[src/rtl/core/sda_pkg.sv]
// sda_pkg: widths, payload words, stage records and register codes for the
// spinor density accumulate pipeline. Depends on nothing; used by every module.
`timescale 1ns / 1ps

package sda_pkg;

  // field widths
  localparam int WAVE_WIDTH    = 16;
  localparam int DENSITY_WIDTH = 32;
  localparam int WEIGHT_WIDTH  = 24;
  localparam int WEIGHT_FRAC   = 16;
  localparam int LANES         = 4;

  // fixed point bookkeeping
  localparam int WAVE_FRAC     = WAVE_WIDTH - 1;
  localparam int DENS_FRAC     = DENSITY_WIDTH - 8;
  localparam int RESCALE_SHIFT = 2 * WAVE_FRAC + WEIGHT_FRAC - DENS_FRAC;
  localparam int SHIFT_R       = (RESCALE_SHIFT > 0) ? RESCALE_SHIFT : 0;
  localparam int SHIFT_L       = (RESCALE_SHIFT < 0) ? -RESCALE_SHIFT : 0;

  localparam int PROD_WIDTH    = 2 * WAVE_WIDTH;
  localparam int TERM_WIDTH    = 2 * WAVE_WIDTH + 3;
  localparam int WPROD_WIDTH   = TERM_WIDTH + WEIGHT_WIDTH + 1;
  localparam int WIDE_WIDTH    = WPROD_WIDTH + SHIFT_L;
  localparam int SCALED_WIDTH  = WPROD_WIDTH - SHIFT_R + SHIFT_L;
  localparam int SUM_WIDTH     =
    ((SCALED_WIDTH > DENSITY_WIDTH) ? SCALED_WIDTH : DENSITY_WIDTH) + 1;

  localparam logic [WPROD_WIDTH-1:0] ROUND_BIAS =
    (SHIFT_R > 0) ? (WPROD_WIDTH'(1) << (SHIFT_R - 1)) : '0;

  localparam logic signed [SUM_WIDTH-1:0] SUM_MAX =
    SUM_WIDTH'({1'b0, {(DENSITY_WIDTH - 1){1'b1}}});
  localparam logic signed [SUM_WIDTH-1:0] SUM_MIN = ~SUM_MAX;

  localparam logic [WEIGHT_WIDTH-1:0] WEIGHT_ONE = WEIGHT_WIDTH'(1) << WEIGHT_FRAC;

  // configuration register codes
  localparam int CFG_INDEX_WIDTH = 3;
  typedef enum logic [CFG_INDEX_WIDTH-1:0] {
    CFG_NONCOLLINEAR = 3'd0,
    CFG_FULL_MAG     = 3'd1,
    CFG_Z_ONLY       = 3'd2,
    CFG_WEIGHT       = 3'd3,
    CFG_SPIN         = 3'd4
  } cfg_index_t;

  typedef logic signed [WAVE_WIDTH-1:0]    wave_t;
  typedef logic signed [DENSITY_WIDTH-1:0] dens_t;
  typedef logic signed [PROD_WIDTH-1:0]    prod_t;
  typedef logic signed [TERM_WIDTH-1:0]    term_t;
  typedef logic signed [WPROD_WIDTH-1:0]   wprod_t;

  // input word
  typedef struct packed {
    wave_t up_re;
    wave_t up_im;
    wave_t down_re;
    wave_t down_im;
    dens_t dens_in0;
    dens_t dens_in1;
    dens_t dens_in2;
    dens_t dens_in3;
    logic  last_point;
  } point_t;

  // result word
  typedef struct packed {
    dens_t dens_out0;
    dens_t dens_out1;
    dens_t dens_out2;
    dens_t dens_out3;
    logic  target_spin;
    logic  overflow;
    logic  last_out;
  } result_t;

  // register file contents
  typedef struct packed {
    logic                    noncollinear_mode;
    logic                    full_magnetization;
    logic                    z_magnetization_only;
    logic [WEIGHT_WIDTH-1:0] band_weight;
    logic                    collinear_spin;
  } cfg_t;

  // stage 1: raw component products
  typedef struct packed {
    prod_t            ur_ur;
    prod_t            ui_ui;
    prod_t            dr_dr;
    prod_t            di_di;
    prod_t            ur_dr;
    prod_t            ui_di;
    prod_t            ur_di;
    prod_t            dr_ui;
    dens_t [LANES-1:0] dens;
    logic             last;
  } sq_t;

  // stage 2: per-lane quadratic terms
  typedef struct packed {
    term_t [LANES-1:0] term;
    logic  [LANES-1:0] keep;
    dens_t [LANES-1:0] dens;
    logic              target_spin;
    logic              last;
  } terms_t;

  // stage 3: weighted terms before rescale
  typedef struct packed {
    wprod_t [LANES-1:0] prod;
    logic   [LANES-1:0] keep;
    dens_t  [LANES-1:0] dens;
    logic               target_spin;
    logic               last;
  } wterms_t;

endpackage

[src/rtl/core/sda_saturate.sv]
// sda_saturate: last stage, rounds to density format, adds and saturates.
// Depends on sda_pkg; its register is the block's output register.
`timescale 1ns / 1ps

module sda_saturate
  import sda_pkg::*;
(
  input  logic    clk,
  input  logic    rst,
  input  logic    src_valid,
  output logic    src_ready,
  input  wterms_t src,
  output logic    dst_valid,
  input  logic    dst_ready,
  output result_t dst
);

  logic signed [WPROD_WIDTH-1:0]  rounded  [LANES];
  logic signed [WIDE_WIDTH-1:0]   widened  [LANES];
  logic signed [SCALED_WIDTH-1:0] scaled   [LANES];
  logic signed [SUM_WIDTH-1:0]    sum      [LANES];
  dens_t                          lane_out [LANES];
  logic  [LANES-1:0]              lane_ovf;
  result_t                        dst_next;

  assign src_ready = !dst_valid || dst_ready;

  always_comb begin
    for (int i = 0; i < LANES; i++) begin
      // half rounds toward plus infinity, then floor shift
      rounded[i] = $signed(src.prod[i]) + $signed(ROUND_BIAS);
      widened[i] = WIDE_WIDTH'(rounded[i]) <<< SHIFT_L;
      scaled[i]  = SCALED_WIDTH'(widened[i] >>> SHIFT_R);
      sum[i]     = SUM_WIDTH'(scaled[i]) + SUM_WIDTH'($signed(src.dens[i]));
      lane_ovf[i] = 1'b0;
      if (!src.keep[i]) begin
        lane_out[i] = '0;
      end else if (sum[i] > SUM_MAX) begin
        lane_out[i] = DENSITY_WIDTH'(SUM_MAX);
        lane_ovf[i] = 1'b1;
      end else if (sum[i] < SUM_MIN) begin
        lane_out[i] = DENSITY_WIDTH'(SUM_MIN);
        lane_ovf[i] = 1'b1;
      end else begin
        lane_out[i] = DENSITY_WIDTH'(sum[i]);
      end
    end
    dst_next.dens_out0   = lane_out[0];
    dst_next.dens_out1   = lane_out[1];
    dst_next.dens_out2   = lane_out[2];
    dst_next.dens_out3   = lane_out[3];
    dst_next.target_spin = src.target_spin;
    dst_next.overflow    = |lane_ovf;
    dst_next.last_out    = src.last;
  end

  always_ff @(posedge clk) begin
    if (rst) begin
      dst_valid <= 1'b0;
    end else if (src_ready) begin
      dst_valid <= src_valid;
    end
  end

  always_ff @(posedge clk) begin
    if (src_ready && src_valid) begin
      dst <= dst_next;
    end
  end

endmodule

[config.mk]
export PLATFORM = sky130hd
export DESIGN_NAME = sda_saturate
export DESIGN_NICKNAME = d
export VERILOG_FILES = /design/src/rtl/core/sda_pkg.sv /design/src/rtl/core/sda_saturate.sv
export SDC_FILE = /design/constraint.sdc
export NUM_CORES = 1
export LEC_CHECK = 0
export BUFFER_PORTS_ARGS = -buffer_cell sky130_fd_sc_hd__buf_4
export CELL_PAD_IN_SITES_DETAIL_PLACEMENT = 0
export CELL_PAD_IN_SITES_GLOBAL_PLACEMENT = 1
export CORE_MARGIN = 5
export CORE_UTILIZATION = 39
export CTS_CLUSTER_DIAMETER = 150
export CTS_CLUSTER_SIZE = 16
export DETAILED_ROUTE_END_ITERATION = 8
export PLACE_DENSITY = 0.94
export SLEW_MARGIN = 20
export SYNTH_ARGS = -nofsm -noshare
export SYNTH_HDL_FRONTEND = slang
export SYNTH_SLANG_ARGS = --single-unit
[constraint.sdc]
create_clock -name clk -period 7.1 [get_ports clk]
set_clock_uncertainty 0.1 [all_clocks]
set_input_delay 0.71 -clock clk [delete_from_list [all_inputs] [get_ports clk]]
set_output_delay 0.71 -clock clk [all_outputs]
set_load 0.02 [all_outputs]
==> results.tsv <==
metric	value	unit
status	completed	
grtUsageMet1	0.307	
placedCellCount	3102	
firstDrtPassIters	6	
insertion_delay	0.48	ns
n_antenna_cell	0	
initial_core_util	0.394	
cp.required	7.31	ns
period_share	0.831	
tightestPinTransition	0.891	ns
synthCells	2166	
grt_util_all_layers	0.246	
wl_per_cell	20.1	um
path_class	in2reg	
routabilityCongestion	0.980	
routed_wl	63.1	mm
syn-cell-area	17400	sq um
max-cap-violations	0	
async_reset_ff_frac	0	
drc	0	
start_kind	input port	
cts_setup_buffers	0	
synth_top_flop_cell	edfxtp_1	
slew_headroom	0.397	
clockRootBuffer	clkbuf_16	
routed_via_density	5.82	
cp.arrival	6.11	ns
synth_top_area_frac	0.226	
clockBufferDepth	2	
nNetsFinal	3080	
worst_setup_path_end_kind	register	
use_met3	0.0514	
syn_avg_cell_area	8.02	sq um
core	44100	sq um
die_area	48900	sq um
grt_pass1_wl	98.3	mm
io_buffers	426	
clkTransAtPathRegs	0.06	ns
hold_viol	0	
seq_area_frac_synth	0.228	
fmax	0.170	GHz
hold_slack	0.269	ns
grt_overflow	0	
cts_buffers	17	
dp_hpwl	52.3	mm
dieHeight	221	um
cellLeakagePower	9.43	nW
pin_count	511	
hp-class	in2reg	
clock_sinks	132	
p_total	3.65	mW
ctsResizeCount	0	
grt.busiest_layer	met2	
grt_pass1_vias	17900	
yosysWarningCount	0	
via_count	18300	
synth-seq-cells	132	
ys_types	80	
h-tree-depth	4	
utilization	0.491	
syn_nets	2716	
min_period	5.90	ns
grt_max_degree	77	
synth_top_area_cell	edfxtp_1	
num_rows	77	
fillers	4306	
die_width	221	um
grt_setup_unrepaired	false	
crit_fanout	29	
finalMaxSlewViolations	0	
layoutNonFillerInstCount	3134	
antenna_found_initial	0	
syn_to_final_growth	24.6	%
synth-edff-count	131	
ctsHoldBuffers	0	
max-vdd-ir-drop	0.155	mV
cts_tree	done	
reg2reg_slack	4.72	ns
final_common_cell	buf_4	
power.density	169	nW/um^2
grt_use_met2	0.428	
drt_iter0_drc	1251	
tns	0	ns
setup_viol	0	
drive_gt1_frac	0.199	
yosys-top-cells-area	edfxtp_1 23%, ha_1 12%, xnor2_1 9.6%	
ant_nets	0	
layout.cells.most_common_list	439 x buf_4, 218 x nand2_1, 191 x xnor2_1	
==> power by group <==
group	total, mW	internal, mW	switching (mW)
clock	0.948	0.548	0.400
combinational	1.68	0.695	0.982
sequential	1.02	0.984	0.0385
total	3.65	2.23	1.42
==> critical path: stages <==
cell	delay (ns)
buf_4	0.11
and3_1	0.17
and3_1	0.21
and3_1	0.23
and3_1	0.23
and3_1	0.47
nand3_1	0.15
xnor2_1	0.16
ha_1	0.41
nand4_1	0.23
nor3_1	0.44
nand4_1	0.36
and4_1	0.31
nor4_1	0.49
nand3_1	0.13
o41ai_1	0.63
nand2_1	0.12
buf_4	0.25
o31ai_1	0.27
==> registers in the layout, indices dropped and copies added, names as in the netlist <==
register   flops
dst_valid      1
dst          131
==> stage by stage <==
| stage | worst slack (ns) | instance area, sq um |
|---|---|---|
| detailed placement | 0.796 | 21000 |
| finish | 1.20 | 21600 |
| global placement | 0.875 | 21000 |
| global route | 0.630 | 21600 |
| CTS | 1.25 | 21600 |
| floorplan | 1.84 | 17400 |
==> layer usage <==
metal,part of all wire,routed length (um),vias to the layer above
li1,-,-,8839
met1,0.42,26600,8664
met2,0.49,31000,669
met3,0.064,4060,78
met4,0.024,1540,0
met5,0,0,-
==> layout make-up <==
type	count	area, sq um	share of cell area
repair buffers	440	3320	0.154
clock inverters	13	158	0.00728
inverters	57	214	0.00989
multi-input cells	1882	12800	0.593
flip-flops and latches	132	3950	0.183
clock buffers	18	429	0.0198
well taps	592	741	0.0342
==> path summary, 6_finish.rpt <==
check / from / endpoint / depth (start not counted)
hold reg to reg: dst_valid$_SDFFE_PP0N_ / dst_valid$_SDFFE_PP0N_ / 2
setup reg to reg: dst_valid$_SDFFE_PP0N_ / dst[1]$_DFFE_PP_ / 4
hold / removal: rst / dst_valid$_SDFFE_PP0N_ / 2
setup / recovery: src[220] / dst[73]$_SDFFCE_PN0P_ / 19
==> cell families (layout without fill, tap and decap cells) <==
logic type	after synthesis	count (layout)	share of synthesized area
AO/OA/AOI/OAI	669	669	0.256
XOR/XNOR	271	271	0.137
adder cells (fa/ha/maj)	172	172	0.126
buffers and inverters	152	528	0.0355
flip-flops	132	132	0.228
multiplexers	6	6	0.00346
AND/OR/NAND/NOR	764	764	0.216
==> synth_stat cells, types with 6 or more instances <==
library cell and count:
a21boi_0 10, o21ai_0 123, and2_1 27, a211oi_1 26, nand3_1 105, a31o_2 10
a22oi_1 6, or3_1 15, nor4_1 9, o21ai_1 13, o31ai_1 9, a21o_1 148
ha_1 168, xor2_1 80, nand2b_1 9, and3_1 45, inv_1 57, nor2b_1 15
nand2_1 218, edfxtp_1 131, nor2_1 150, a21oi_1 160, and4_1 17, mux2i_1 6
buf_2 25, o21bai_1 15, o211ai_1 20, nand4_1 80, nor3_1 53, xnor2_1 191
o2111ai_1 9, a31oi_1 25, o21a_1 16, clkbuf_1 66, o22ai_1 6
Power figures use the tool's default switching activity.
