<file path="src/rtl/core/sda_pkg.sv">
// sda_pkg: widths, payload words, stage records and register codes for the
// spinor density accumulate pipeline. Depends on nothing; used by every module.
`timescale 1ns / 1ps

package sda_pkg;

  // field widths
  localparam int WAVE_WIDTH    = 16;
  localparam int DENSITY_WIDTH = 32;
  localparam int WEIGHT_WIDTH  = 24;
  localparam int WEIGHT_FRAC   = 16;
  localparam int LANES         = 4;

  // fixed point bookkeeping
  localparam int WAVE_FRAC     = WAVE_WIDTH - 1;
  localparam int DENS_FRAC     = DENSITY_WIDTH - 8;
  localparam int RESCALE_SHIFT = 2 * WAVE_FRAC + WEIGHT_FRAC - DENS_FRAC;
  localparam int SHIFT_R       = (RESCALE_SHIFT > 0) ? RESCALE_SHIFT : 0;
  localparam int SHIFT_L       = (RESCALE_SHIFT < 0) ? -RESCALE_SHIFT : 0;

  localparam int PROD_WIDTH    = 2 * WAVE_WIDTH;
  localparam int TERM_WIDTH    = 2 * WAVE_WIDTH + 3;
  localparam int WPROD_WIDTH   = TERM_WIDTH + WEIGHT_WIDTH + 1;
  localparam int WIDE_WIDTH    = WPROD_WIDTH + SHIFT_L;
  localparam int SCALED_WIDTH  = WPROD_WIDTH - SHIFT_R + SHIFT_L;
  localparam int SUM_WIDTH     =
    ((SCALED_WIDTH > DENSITY_WIDTH) ? SCALED_WIDTH : DENSITY_WIDTH) + 1;

  localparam logic [WPROD_WIDTH-1:0] ROUND_BIAS =
    (SHIFT_R > 0) ? (WPROD_WIDTH'(1) << (SHIFT_R - 1)) : '0;

  localparam logic signed [SUM_WIDTH-1:0] SUM_MAX =
    SUM_WIDTH'({1'b0, {(DENSITY_WIDTH - 1){1'b1}}});
  localparam logic signed [SUM_WIDTH-1:0] SUM_MIN = ~SUM_MAX;

  localparam logic [WEIGHT_WIDTH-1:0] WEIGHT_ONE = WEIGHT_WIDTH'(1) << WEIGHT_FRAC;

  // configuration register codes
  localparam int CFG_INDEX_WIDTH = 3;
  typedef enum logic [CFG_INDEX_WIDTH-1:0] {
    CFG_NONCOLLINEAR = 3'd0,
    CFG_FULL_MAG     = 3'd1,
    CFG_Z_ONLY       = 3'd2,
    CFG_WEIGHT       = 3'd3,
    CFG_SPIN         = 3'd4
  } cfg_index_t;

  typedef logic signed [WAVE_WIDTH-1:0]    wave_t;
  typedef logic signed [DENSITY_WIDTH-1:0] dens_t;
  typedef logic signed [PROD_WIDTH-1:0]    prod_t;
  typedef logic signed [TERM_WIDTH-1:0]    term_t;
  typedef logic signed [WPROD_WIDTH-1:0]   wprod_t;

  // input word
  typedef struct packed {
    wave_t up_re;
    wave_t up_im;
    wave_t down_re;
    wave_t down_im;
    dens_t dens_in0;
    dens_t dens_in1;
    dens_t dens_in2;
    dens_t dens_in3;
    logic  last_point;
  } point_t;

  // result word
  typedef struct packed {
    dens_t dens_out0;
    dens_t dens_out1;
    dens_t dens_out2;
    dens_t dens_out3;
    logic  target_spin;
    logic  overflow;
    logic  last_out;
  } result_t;

  // register file contents
  typedef struct packed {
    logic                    noncollinear_mode;
    logic                    full_magnetization;
    logic                    z_magnetization_only;
    logic [WEIGHT_WIDTH-1:0] band_weight;
    logic                    collinear_spin;
  } cfg_t;

  // stage 1: raw component products
  typedef struct packed {
    prod_t            ur_ur;
    prod_t            ui_ui;
    prod_t            dr_dr;
    prod_t            di_di;
    prod_t            ur_dr;
    prod_t            ui_di;
    prod_t            ur_di;
    prod_t            dr_ui;
    dens_t [LANES-1:0] dens;
    logic             last;
  } sq_t;

  // stage 2: per-lane quadratic terms
  typedef struct packed {
    term_t [LANES-1:0] term;
    logic  [LANES-1:0] keep;
    dens_t [LANES-1:0] dens;
    logic              target_spin;
    logic              last;
  } terms_t;

  // stage 3: weighted terms before rescale
  typedef struct packed {
    wprod_t [LANES-1:0] prod;
    logic   [LANES-1:0] keep;
    dens_t  [LANES-1:0] dens;
    logic               target_spin;
    logic               last;
  } wterms_t;

endpackage

</file>
<file path="src/rtl/core/sda_combine.sv">
// sda_combine: second stage, forms charge and magnetization terms per mode.
// Depends on sda_pkg.
`timescale 1ns / 1ps

module sda_combine
  import sda_pkg::*;
(
  input  logic   clk,
  input  logic   rst,
  input  cfg_t   cfg,
  input  logic   src_valid,
  output logic   src_ready,
  input  sq_t    src,
  output logic   dst_valid,
  input  logic   dst_ready,
  output terms_t dst
);

  term_t  nup;
  term_t  ndn;
  term_t  mag_x;
  term_t  mag_y;
  term_t  mag_z;
  terms_t dst_next;

  assign src_ready = !dst_valid || dst_ready;

  always_comb begin
    nup   = TERM_WIDTH'(src.ur_ur) + TERM_WIDTH'(src.ui_ui);
    ndn   = TERM_WIDTH'(src.dr_dr) + TERM_WIDTH'(src.di_di);
    // cross terms carry the exact doubling
    mag_x = (TERM_WIDTH'(src.ur_dr) + TERM_WIDTH'(src.ui_di)) <<< 1;
    mag_y = (TERM_WIDTH'(src.ur_di) - TERM_WIDTH'(src.dr_ui)) <<< 1;
    mag_z = nup - ndn;

    dst_next.term = '0;
    dst_next.keep = '0;
    dst_next.dens = src.dens;
    dst_next.last = src.last;
    dst_next.keep[0] = 1'b1;

    if (!cfg.noncollinear_mode) begin
      // magnetization lanes pass through
      dst_next.term[0]     = nup;
      dst_next.keep        = '1;
      dst_next.target_spin = cfg.collinear_spin;
    end else begin
      dst_next.term[0]     = nup + ndn;
      dst_next.target_spin = 1'b0;
      priority if (cfg.full_magnetization) begin
        dst_next.term[1] = mag_x;
        dst_next.term[2] = mag_y;
        dst_next.term[3] = mag_z;
        dst_next.keep    = '1;
      end else if (cfg.z_magnetization_only) begin
        dst_next.term[3] = mag_z;
        dst_next.keep[3] = 1'b1;
      end else begin
        dst_next.keep[3] = 1'b0;
      end
    end
  end

  always_ff @(posedge clk) begin
    if (rst) begin
      dst_valid <= 1'b0;
    end else if (src_ready) begin
      dst_valid <= src_valid;
    end
  end

  always_ff @(posedge clk) begin
    if (src_ready && src_valid) begin
      dst <= dst_next;
    end
  end

endmodule

</file>
<file path="config.mk">
export PLATFORM = sky130hd
export DESIGN_NAME = sda_combine
export DESIGN_NICKNAME = d
export VERILOG_FILES = /design/src/rtl/core/sda_pkg.sv /design/src/rtl/core/sda_combine.sv
export SDC_FILE = /design/constraint.sdc
export NUM_CORES = 1
export LEC_CHECK = 0
export BUFFER_PORTS_ARGS = -buffer_cell sky130_fd_sc_hd__buf_2
export CAP_MARGIN = 20
export CELL_PAD_IN_SITES_DETAIL_PLACEMENT = 1
export CELL_PAD_IN_SITES_GLOBAL_PLACEMENT = 1
export CORE_AREA = 10 10 264 266
export DETAILED_ROUTE_END_ITERATION = 7
export DIE_AREA = 0 0 274 276
export PLACE_DENSITY = 0.67
export SETUP_SLACK_MARGIN = 0.2
export SKIP_LAST_GASP = 1
export SLEW_MARGIN = 40
export SYNTH_ARGS = -nofsm -noshare
export SYNTH_HDL_FRONTEND = slang
export SYNTH_SLANG_ARGS = --single-unit
</file>
<file path="constraint.sdc">
create_clock -name clk -period 8.35 [get_ports clk]
set_input_delay 0.4175 -clock clk [delete_from_list [all_inputs] [get_ports clk]]
set_output_delay 0.4175 -clock clk [all_outputs]
set_load 0.02 [all_outputs]
</file>
==> impl_results.md <==
- TNS Setup: 0 ns
- HP Start: src[59]
- CTS tree: built
- CTS max path bufs: 3
- Pwr Density: 238 mW/mm2
- Period Utilization, post-route: 0.637
- Finished Cell Area: about 0.025 mm2
- Largest net degree at the start of global routing: 150
- Syn Inst Count: just under 2,000
- DR vias/cell: slightly above 5
- Clk root buf: clkbuf_16
- Final setup skew: approximately 0.017 ns
- Switching power share of the total: 0.390
- Post-route DRC: 0
- Final setup viols: 0
- Synth Register Bits: between 200 and 300
- Final cell count without fillers: between 3,000 and 4,000
- Crit path max fanout: 12
- Die Width: 274 um
- Worst Hold Path EP: dst[60]$_DFFE_PP_
- Final hold viol count: 0
- Yosys top cell area share: 0.417
- ANT nets after route: 0
- Final hold slack: 0.0417 ns
- Crit. End Element: register
- Critical path startpoint category: input pin
- Min cycle time layout: 5.32 ns
- Layout fillers: between 7,000 and 8,000
- Worst Hold Class: input pin to register
- Distinct cells, synth: 76
- I/O Buffers: 665
- Post-synth EDFFs: ~270
- Internal: roughly 3.6 mW
- Antenna violations before repair: 29
- Dpl cell area: between 0.02 and 0.025 mm2
- Vias in the first global route: approximately 19,000
- FF-to-FF Start: dst_valid$_SDFFE_PP0N_
- DRT Wirelength: around 84,000 um
- Fmax: about 0.19 GHz
- Hpwl dp: around 71,000 um
- Routed len/inst: 24.3 um
- Die ar.: between 0.07 and 0.08 mm2
- Die height: around 280 um
- Asr flop ratio synth: 0
- GRT overflow: 0
- Clock transition time at the flip-flop clock pins of the worst setup and hold paths: around 0.060 ns
- Detailed-router iteration count before antenna repair: 5
- Via count: about 18,000
- R2R Setup Slk: roughly 6 ns
- NetSw: ~2.3 mW
- Clock sink total: roughly 270
- Area Overhead vs Synth: 29.2%
- RSZ-0062 raised after global routing: false
- Slew HR: 0.499
- Worst Hold Path Cells: 1
- Utilization after layout: 0.386
- Layout cell share with drive strength beyond 1: 0.296
- Worst vdd ir: 0.121 mV
- Power Total: roughly 6 mW
- Ports: approximately 690
- Primary FF master, synth: edfxtp_1
- Core area: 0.0641 mm2
- Post-Place Worst Slack: about 2.5 ns
- R2R cell count: 4
- Clock power share: 0.270
- Leading post-synthesis cells by cell area: edfxtp_1 42%, ha_1 13%, xnor2_1 5.0%
- Slew Limit Fails: 0
- Start-to-end type of the worst setup path: input pin to register
- Post-synthesis sequential area ratio: 0.418
- Final Net Count: approximately 3,200
- R2r endpoint: dst[96]$_DFFE_PP_
- First-pass GRT wire length: roughly 120,000 um
- Post-synth top area cell: edfxtp_1
- 1st-iter DRT viols: ~1,000
- Total track usage: 0.211
- CTS Buf Count: 34
- Fin worst setup slack: between 3 and 4 ns
- Status: complete, no violations
- Combinational Power Share: 0.435
- Mapped Avg Cell Area: slightly below 10 um2
- Mapped cell area: about 0.019 mm2
- Initial Util: 0.298
- Measured slew at the worst slew-check pin: 0.749 ns
- Register share of total power: 0.295
- Rows: 93
- Worst skew pair latency: 0.54 ns
- Placed instance count: around 3,400
- H-Tree Depth: 2
- WP data arrival: 5.59 ns
- Leak: between 10 and 15 nW
- Max-capacitance violation count: 0
- Final Wtd Congestion: 0.939
- Worst endpoint required time: around 8.6 ns
- Ys Warns: 0
[state kept, by name (all words and copies together) (netlist names)]
register / count
dst: 266
dst_valid: 1
[cell usage after synthesis, types with 21 or more instances]
cell and count:
a211oi_1 28, a21o_1 66, a21oi_1 185, a31oi_1 22
clkbuf_1 47, edfxtp_1 266, ha_1 194, inv_1 124
nand2_1 99, nand2b_1 23, nand3_1 24, nor2_1 182
nor2b_1 35, nor3_1 40, o211ai_1 21, o21a_1 21
o21ai_0 104, o21bai_1 22, xnor2_1 109, xor2_1 55
[power groups by stage]
stage / Combinational, mW / Sequential (mW) / Clock (mW)
finish: 2.56 / 1.74 / 1.59
global route: 2.82 / 1.75 / 1.68
CTS: 2.57 / 1.74 / 1.64
detailed placement: 2.54 / 1.77 / 0
global placement: 2.50 / 1.77 / 0
floorplan: 1.56 / 1.96 / 0
[metal layers]
metal	wire length [um]	part of all wire	GRT usage
met4	3220	0.038	0.0785
met1	32100	0.38	0.227
met3	4910	0.058	0.0468
met2	44100	0.52	0.395
met5	12	0.00014	0
[logic make-up after synthesis]
group                    synth area share
AO/OA/AOI/OAI                       0.192
AND/OR/NAND/NOR                     0.126
flip-flops                          0.418
adder cells (fa/ha/maj)             0.133
buffers and inverters              0.0405
XOR/XNOR                           0.0751
multiplexers                       0.0139
other                            0.000392
[critical path: stages]
cell       delay, ns
buf_2           0.10
ha_1            0.23
fa_1            0.42
a21oi_1         0.23
o21ai_0         0.20
a211oi_1        0.51
o31ai_1         0.23
a2bb2oi_1       0.45
o21bai_1        0.12
a21oi_1         0.22
xnor2_1         0.20
ha_1            0.43
nor4_2          0.62
o21ai_0         0.18
nand2_1         0.15
a31oi_4         0.05
a2111oi_1       0.54
or4_1           0.19
o211ai_1        0.09
[worst max path at each step]
stage                   start                endpoint  slack, ns  depth (start not counted)
global placement     src[257]  dst[272]$_SDFFCE_PN0P_       2.28                         21
finish               src[321]  dst[272]$_SDFFCE_PN0P_       3.03                         19
global route         src[257]  dst[270]$_SDFFCE_PN0P_       2.61                         21
CTS                  src[321]  dst[272]$_SDFFCE_PN0P_       3.08                         19
detailed placement   src[321]  dst[272]$_SDFFCE_PN0P_       2.51                         19
floorplan           dst_ready        dst[0]$_DFFE_PP_       0.94                          2
[placed cells by master, fill, tap and decap left out, types with 7 or more instances in the layout]
cell / count
a211o_1: 13
a211oi_1: 28
a21o_1: 66
a21oi_1: 185
a31oi_1: 22
a41oi_1: 8
and2_1: 14
and3_1: 20
buf_2: 665
buf_4: 7
clkbuf_16: 34
diode_2: 15
dlygate4sd3_1: 11
edfxtp_1: 266
ha_1: 194
inv_1: 124
mux2_2: 20
nand2_1: 98
nand2b_1: 23
nand3_1: 24
nand4_1: 16
nor2_1: 182
nor2b_1: 35
nor3_1: 40
nor4_1: 9
o211ai_1: 21
o21a_1: 21
o21ai_0: 104
o21bai_1: 22
o31a_1: 7
or2_2: 9
or3_1: 10
xnor2_1: 109
xor2_1: 55
[cell type report]
class                      instances  area (um2)  share of cell area
clock buffer                      36         858              0.0347
tap                              855        1070              0.0433
antenna                           15        37.5             0.00152
clock inverter                    26         345              0.0140
multi-input combinational       1467       10400               0.420
sequential                       267        8010               0.324
inverter                         125         469              0.0190
timing repair buffer             686        3560               0.144
[what timing repair did]
item,4_1_cts,5_1_grt
endpoints found under the hold margin,11,0
resized for setup,0,0
setup buffers,0,0
hold buffers,11,0
endpoints found under the setup margin,0,0
Power figures use the tool's default switching activity.
